File: config.mk
export PLATFORM = sky130hd
export DESIGN_NAME = wf3_ram
export DESIGN_NICKNAME = d
export VERILOG_FILES = /design/src/design/wf3_ram.sv
export SDC_FILE = /design/constraint.sdc
export NUM_CORES = 1
export LEC_CHECK = 0
export ABC_CLOCK_PERIOD_IN_PS = 1700
export BUFFER_PORTS_ARGS = -buffer_cell sky130_fd_sc_hd__clkbuf_2
export CORE_MARGIN = 8
export CORE_UTILIZATION = 40
export DETAILED_ROUTE_END_ITERATION = 8
export GPL_TIMING_DRIVEN = 0
export SLEW_MARGIN = 20
export SYNTH_ARGS = -nofsm -noshare
export SYNTH_HDL_FRONTEND = slang
export SYNTH_SLANG_ARGS = --single-unit
File: constraint.sdc
create_clock -name clk -period 1.7 [get_ports clk]
set_clock_uncertainty 0.05 [all_clocks]
set_input_delay 0.17 -clock clk [delete_from_list [all_inputs] [get_ports clk]]
set_output_delay 0.17 -clock clk [all_outputs]
set_load 0.02 [all_outputs]
File: src/design/wf3_ram.sv
`timescale 1ns / 1ps

module wf3_ram #(
    parameter int WIDTH = 8,
    parameter int DEPTH = 16
) (
    input  logic                             clk,
    input  logic                             we,
    input  logic [$clog2(DEPTH > 1 ? DEPTH : 2)-1:0] waddr,
    input  logic [WIDTH-1:0]                 wdata,
    input  logic [$clog2(DEPTH > 1 ? DEPTH : 2)-1:0] raddr,
    output logic [WIDTH-1:0]                 rdata
);

    logic [WIDTH-1:0] mem [DEPTH];

    always_ff @(posedge clk)
    begin
        if (we)
        begin
            mem[waddr] <= wdata;
        end
        rdata <= mem[raddr];
    end

endmodule

==> qor.yml <==
fmax_mhz: 655
grt_pass1_wl_um: 15200
io-pin-count: 26
die_h_um: 129
cp_max_fo: 8
cts_root_buf: "clkbuf_16"
power.share.clock_pct: 46.8
grt_max_degree: 17
postSynth.asyncResetShare_pct: 0
synth_ff_type: "edfxtp_1"
synth_cell_type_count: 19
p_leak_nw: 2.02
synth_enable_flop_cells: 128
stdcell_count: 457
clk_latency_ns: 0.41
dpl.cell_count: 425
syn_nets: 247
peakVddDrop_v: 0.000710
yosysTopAreaCellShare_pct: 74.7
ys_ff_latch: 136
drt_iter0_drc: 224
yosys_warnings: 0
critical_path_class: "in2reg"
hold_viol_final: 0
clk_pin_slew_ns: 0.06
clock_path_buffers: 2
hold_start: "wdata[5]"
htreeDepth: 4
setup_viol: 0
syn_inst: 229
antenna_found_initial: 0
crit_path_cell_trace: "clkbuf_2 > or3b_2 > nor2_1"
grt_use_total_pct: 13.2
avgViaCountPerCell: 5.20
rows: 41
pwr-share-comb_pct: 4.9
area_growth_pct: 18.5
dr.pass1.iters: 4
yosys.area.top_type: "edfxtp_1"
start_kind: "input port"
drc: 0
drv_slew: 0
endpoint_kind: "flip-flop"
cp.arrival_ns: 1.51
ys_top_cells_by_area: "edfxtp_1 75%, mux4_2 7.9%, mux4_1 7.1%"
diodes: 0
cts_buffers: 17
initial_core_util_pct: 40.8
wirelength_um: 10100
drive_gt1_share_pct: 30.5
port_buffers: 24
p_seq_share_pct: 48.3
final_common_cell: "edfxtp_1"
period_minus_slack_ns: 1.53
overflow: 0
fin_util_pct: 48.3
avgRoutedWirePerCell_um: 22.2
place.gp.congestion: 0.708
syn_avg_cell_area_um2: 22.5
grt_pass1_vias: 2506
crit_family: "simple AND/OR/NAND/NOR gates"
min_period_over_period_pct: 89.8
final_cell_mix: "128 x edfxtp_1, 24 x clkbuf_2, 18 x mux4_2"
nNetsFinal: 290
postRouteAntennaNets: 0
cts_tree: "built"
maxCapViolations: 0
core_area_um2: 12600
rsz0062_at_grt: "no"
slew_headroom_pct: 40.8
dpl.hpwl_um: 6450
die_x_um: 129
outcome: "completed"
hold_ws_ns: 0.157
fp.dieArea_um2: 16800
yosysSeqAreaShare_pct: 77.8
hold_buffers: 0
hold_path.class: "in2reg"
post_cts_buffers: 0
cts_resized: 0
required_ns: 1.68
synth_area_um2: 5150
startpoint: "waddr[2]"
cts.sinks: 136
power.internal_w: 0.00623
worstMarginPinSlew_ns: 0.885
cp_num_buf_inv: 1
slowest_delay_ns: 0.70
cpMaxStageDelayCell: "nor2_1"
p_sw_w: 0.00158
reg2reg_from: "mem[1][0]"
via_count: 2378
p_per_area_nw_per_um2: 1280
swShare_pct: 20.2
-- cells by family after synthesis --
kind of cell / Yosys count / synth area share (%)
compound gates: 16 / 2.33
simple gates: 35 / 3.18
mux: 32 / 15.0
flops: 136 / 77.8
buf+inv: 10 / 1.68
-- cells in the mapped netlist (2+ instances only) --
cell / instances
mux4_1: 14
clkdlybuf4s25_2: 3
a22oi_1: 16
mux4_2: 18
buf_6: 3
buf_2: 3
nor2_1: 13
nand2b_1: 2
edfxtp_1: 128
nand3b_1: 2
nand2_1: 9
dfxtp_1: 8
nor3_1: 4
-- power groups by stage --
stage | Sequential (W) | Combinational, W | Clock, W
floorplan | 0.00386 | 0.000191 | 0
CTS | 0.00377 | 0.000392 | 0.00369
detailed placement | 0.00384 | 0.000392 | 0
finish | 0.00377 | 0.000384 | 0.00365
global route | 0.00377 | 0.000415 | 0.00385
global placement | 0.00383 | 0.000381 | 0
-- routing by layer --
| metal | track usage (%) | up-vias | wire length [µm] |
|---|---|---|---|
| met3 | 4.15 | 11 | 454 |
| met1 | 17.1 | 1250 | 4560 |
| met2 | 20.5 | 60 | 4970 |
| met5 | 0 | - | 0 |
| met4 | 4.71 | 0 | 145 |
| li1 | - | 1057 | - |
-- registers in the layout (all words and copies together), names as in the netlist --
name,flops
mem,128
rdata,8
-- stage by stage --
stage                     power (W)  setup TNS (ns)  area (µm²)  worst slack (ns)
after floorplan             0.00405               0        5150             0.214
after global placement      0.00421          -11.36        5490            -0.258
after detailed placement    0.00423           -6.56        5500            -0.235
after CTS                   0.00785               0        6100             0.183
after global routing        0.00804               0        6100             0.145
final                       0.00780               0        6100             0.174
-- area by class of cell --
type	count	area [µm²]
Buffer	10	86.3
Clock buffer	19	443
Clock inverter	13	154
Fill cell	1053	6520
Multi-Input combinational cell	83	1080
Sequential cell	136	4000
Tap cell	172	215
Timing Repair Buffer	24	120
-- final timing paths --
check	slack [ns]	to	cells after the start
max	0.17	mem[2][7]	3
min	0.16	mem[14][5]	1
min reg2reg	0.63	rdata[1]	3
max reg2reg	0.24	rdata[0]	3
Power figures use the tool's default switching activity.
