[src/design/wf3_pkg.sv]
`timescale 1ns / 1ps

package wf3_pkg;

    typedef struct packed {
        logic [7:0] sample;
        logic       frame_start;
    } in_item_t;

    typedef struct packed {
        logic [7:0]  value;
        logic [11:0] out_x;
        logic [11:0] out_y;
        logic [1:0]  out_channel;
    } out_item_t;

    localparam logic [1:0] CFG_FILTER_MODE   = 2'd0;
    localparam logic [1:0] CFG_IMAGE_WIDTH   = 2'd1;
    localparam logic [1:0] CFG_CHANNEL_COUNT = 2'd2;

    localparam logic [1:0] MODE_BLUR    = 2'd0;
    localparam logic [1:0] MODE_SHARPEN = 2'd1;

    localparam int WIDTH_LIMIT = 4096;
    localparam logic [11:0] ROW_LIMIT = 12'd4095;
    localparam logic [20:0] SAT_SQUARE = 21'd65025;

endpackage

[src/design/wf3_sobel.sv]
`timescale 1ns / 1ps

module wf3_sobel (
    input  logic       clk,
    input  logic       rst_n,
    input  logic       start,
    input  logic [9:0] ax,
    input  logic [9:0] ay,
    output logic       done,
    output logic [7:0] mag
);
    import wf3_pkg::*;

    localparam logic [1:0] S_IDLE = 2'd0;
    localparam logic [1:0] S_SQ   = 2'd1;
    localparam logic [1:0] S_RT   = 2'd2;

    logic [1:0]  state_reg, state_next;
    logic [9:0]  ax_reg, ay_reg;
    logic [19:0] sqx_reg, sqy_reg;
    logic [7:0]  res_reg, res_next;
    logic [2:0]  cnt_reg, cnt_next;
    logic        done_reg, done_next;
    logic [20:0] n;
    logic [7:0]  trial;
    logic [15:0] trial_sq;

    assign n        = {1'b0, sqx_reg} + {1'b0, sqy_reg};
    assign trial    = res_reg | (8'd1 << cnt_reg);
    assign trial_sq = trial * trial;

    always_comb
    begin
        state_next = state_reg;
        res_next   = res_reg;
        cnt_next   = cnt_reg;
        done_next  = 1'b0;
        case (state_reg)
            S_IDLE:
            begin
                if (start)
                begin
                    state_next = S_SQ;
                end
            end
            S_SQ:
            begin
                res_next   = 8'd0;
                cnt_next   = 3'd7;
                state_next = S_RT;
            end
            S_RT:
            begin
                if (n >= SAT_SQUARE)
                begin
                    res_next   = 8'd255;
                    done_next  = 1'b1;
                    state_next = S_IDLE;
                end
                else
                begin
                    // one root bit a cycle, msb first
                    if (trial_sq <= n[15:0])
                    begin
                        res_next = trial;
                    end
                    if (cnt_reg == 3'd0)
                    begin
                        done_next  = 1'b1;
                        state_next = S_IDLE;
                    end
                    else
                    begin
                        cnt_next = cnt_reg - 3'd1;
                    end
                end
            end
            default:
            begin
                state_next = S_IDLE;
            end
        endcase
    end

    always_ff @(posedge clk or negedge rst_n)
    begin
        if (!rst_n)
        begin
            state_reg <= S_IDLE;
            done_reg  <= 1'b0;
        end
        else
        begin
            state_reg <= state_next;
            done_reg  <= done_next;
        end
    end

    always_ff @(posedge clk)
    begin
        if (start && state_reg == S_IDLE)
        begin
            ax_reg <= ax;
            ay_reg <= ay;
        end
        if (state_reg == S_SQ)
        begin
            sqx_reg <= ax_reg * ax_reg;
            sqy_reg <= ay_reg * ay_reg;
        end
        res_reg <= res_next;
        cnt_reg <= cnt_next;
    end

    assign done = done_reg;
    assign mag  = res_reg;

endmodule

[config.mk]
export PLATFORM = sky130hd
export DESIGN_NAME = wf3_sobel
export DESIGN_NICKNAME = d
export VERILOG_FILES = /design/src/design/wf3_pkg.sv /design/src/design/wf3_sobel.sv
export SDC_FILE = /design/constraint.sdc
export NUM_CORES = 1
export LEC_CHECK = 0
export BUFFER_PORTS_ARGS = -buffer_cell sky130_fd_sc_hd__buf_2
export CAP_MARGIN = 30
export CELL_PAD_IN_SITES_DETAIL_PLACEMENT = 0
export CELL_PAD_IN_SITES_GLOBAL_PLACEMENT = 1
export CORE_UTILIZATION = 50
export DETAILED_ROUTE_END_ITERATION = 8
export PLACE_DENSITY = 0.84
export SETUP_SLACK_MARGIN = 0.3
export SYNTH_ARGS = -nofsm -noshare
export SYNTH_HDL_FRONTEND = slang
export SYNTH_SLANG_ARGS = --single-unit
[constraint.sdc]
create_clock -name clk -period 16.7 [get_ports clk]
set_input_delay 2.505 -clock clk [delete_from_list [all_inputs] [get_ports clk]]
set_output_delay 2.505 -clock clk [all_outputs]
set_load 0.01 [all_outputs]
==> metrics.md <==
| Metric | Value |
|---|---|
| Run status | completed |
| RSZ-0062 raised after global routing | no |
| Most common cell in the netlist | inv_1 |
| Die Area | 21,600 µm² |
| Max Freq | 131 MHz |
| Worst-Margin Slew | 0.872 ns |
| Final Core Density | 55.3% |
| Sequential area share after synthesis | 20.4% |
| Cell family contributing the most delay on the critical path | adder cells |
| Unique masters post-synth | 65 |
| Row count | 52 |
| Max-slew headroom | 41.6% |
| DR pass1 iterations | 5 |
| Clock skew | 0.0166 ns |
| First-pass GRT wire length | 33,800 µm |
| Initial antenna violation count | 0 |
| Syn_area_per_cell | 9.88 µm² |
| IO Port Bufs | 31 |
| Cells after Synth | 1,066 |
| Startpoint Class | flop |
| Worst-path fanout max | 9 |
| Die Height | 147 µm |
| Worst Path Buf+Inv | 4 |
| Worst-path cell with the longest stage delay | a31oi_1 |
| Clock Sinks | 72 |
| Worst path arrival time | 7.63 ns |
| Yosys reg bits | 72 |
| Hold_buf cts | 0 |
| Die X | 147 µm |
| Drt total wl | 19,200 µm |
| Drt first-iter violations | 391 |
| Worst hold path type | flop to flop |
| Fin Setup TNS | 0 ns |
| Final worst setup slack | 9.05 ns |
| Largest stage delay on the critical path | 0.70 ns |
| Latest clock arrival within the worst-skew pair | 0.36 ns |
| CTS tree | done |
| Num ports | 32 |
| Number of synthesized flops with an enable pin | 69 |
| Via count | 7,235 |
| Clock root cell | clkbuf_16 |
| Area share of the largest cell type after synthesis | 22.4% |
| Share of layout cells above drive strength 1 | 6.22% |
| Inserted Diodes | 0 |
| Min Tclk post-route | 7.65 ns |
| Slack of the worst reg-to-reg path | 9.05 ns |
| CP required | 16.68 ns |
| Detail Placement HPWL | 15,600 µm |
| Max-Cap Viols | 0 |
| WS Path Type | flop to flop |
| CP Depth | 25 |
| Clock transition at path regs | 0.07 ns |
| Setup Buffers After CTS | 0 |
| Prevailing post-synth register cell | edfxtp_1 |
| Synth area leader | fa_1 |
| Area grow syn2layout | 7.28% |
| Synth Net Count | 1,373 |
| Bufs on Longest Clock Path | 2 |
| Top post-synthesis cells by count | inv_1, ha_1, fa_1, nor2_1 |
| Syn Std Cell Area | 10,500 µm² |
| Initial core utilization | 51.5% |
| Synth top area cells | fa_1, ha_1, edfxtp_1, inv_1, and2_1 |
| Hold Path Depth | 1 |
| Worst setup EP type | flop |
| Vias in the first global route | 7,300 |
| Final max-slew violation count | 0 |
| Final hold vios | 0 |
| Dpl ws | 9.14 ns |
| Placer Congestion | 0.888 |
| Final setup fails | 0 |
| Resized cells post-CTS | 0 |
| Global Route Usage Sum | 19.4% |
| Area of the core | 20,400 µm² |
| Fin crit share | 45.8% |
| DR WL/cell | 14.1 µm |
| # DRC | 0 |
| Post-synth ARST share | 4.17% |
| Post-DR vias/cell | 5.30 |
| Final antenna-violating net count | 0 |
| CTS H-Tree Depth | 3 |
| Final net count | 1,396 |
| Synth warn | 0 |
| Total clock buffers created by CTS | 9 |
| Largest net degree at the start of global routing | 41 |
| GRT overflow | 0 |
| R2R depth | 25 |
worst paths after layout:
check,end,start
min in group asynchronous,state_reg[0],rst_n
setup reg to reg,mag[0],cnt_reg[0]
hold reg to reg,state_reg[0],state_reg[0]
hold / removal,state_reg[0],state_reg[0]
max in group asynchronous,done,rst_n
setup / recovery,mag[0],cnt_reg[0]
routing by layer:
layer / GRT usage (%) / part of all wire [%] / vias up
li1: - / - / 3623
met1: 25.3 / 46 / 3491
met2: 33.4 / 49 / 96
met3: 2.42 / 2.6 / 25
met4: 5.98 / 2.1 / 0
met5: 0 / 0 / -
kinds of logic after synthesis:
kind of cell	share of synthesized area, %
buffers and inverters	7.03
xor gates and xnor gates	5.24
muxes	0.523
and+or+nand+nor	13.9
adders and majority gates	42.2
AOI/OAI and AO/OA	10.7
DFF	20.4
metrics by stage:
step / cell area, µm² / hold slack, ns / std cells
finish: 11300 / 0.531 / 1364
global route: 11300 / 0.555 / 1364
CTS: 11300 / 0.536 / 1363
detailed placement: 10900 / 0.519 / 1347
global placement: 10900 / 0.509 / 1347
floorplan: 10500 / 0.485 / 1066
placed cells by master, fill, tap and decap left out, types with 3 or more instances in the layout:
| cell | count |
|---|---|
| inv_1 | 175 |
| a21boi_1 | 13 |
| nor2_1 | 71 |
| nand2b_1 | 8 |
| and3_1 | 15 |
| fa_1 | 118 |
| o21ai_0 | 22 |
| nand2_1 | 55 |
| a31o_2 | 3 |
| nand3_1 | 6 |
| or2_2 | 9 |
| a2111oi_0 | 4 |
| dfrtp_1 | 3 |
| ha_1 | 165 |
| and2_1 | 69 |
| edfxtp_1 | 69 |
| nor2b_1 | 15 |
| o21a_1 | 6 |
| a21o_1 | 17 |
| nor3_1 | 18 |
| a21oi_1 | 36 |
| nand4_1 | 4 |
| a211o_1 | 5 |
| xnor2_1 | 45 |
| clkbuf_16 | 9 |
| o31a_1 | 4 |
| xor2_1 | 18 |
| o41ai_1 | 4 |
| a211oi_1 | 9 |
| buf_2 | 31 |
| o211ai_1 | 4 |
| or4_1 | 3 |
| o21ai_1 | 4 |
| o21bai_1 | 6 |
final cells by class:
cell class / count / area, µm²
clock buffers: 9 / 225
clock inverters: 7 / 103
fillers: 1820 / 9130
inverters: 175 / 657
multi-input cells: 798 / 7640
flip-flops and latches: 72 / 2150
well taps: 270 / 338
repair buffers: 33 / 183
Power is left out: the tool's default activity adds up to more than one toggle a clock period on the data nets, which glitch-free logic cannot reach.
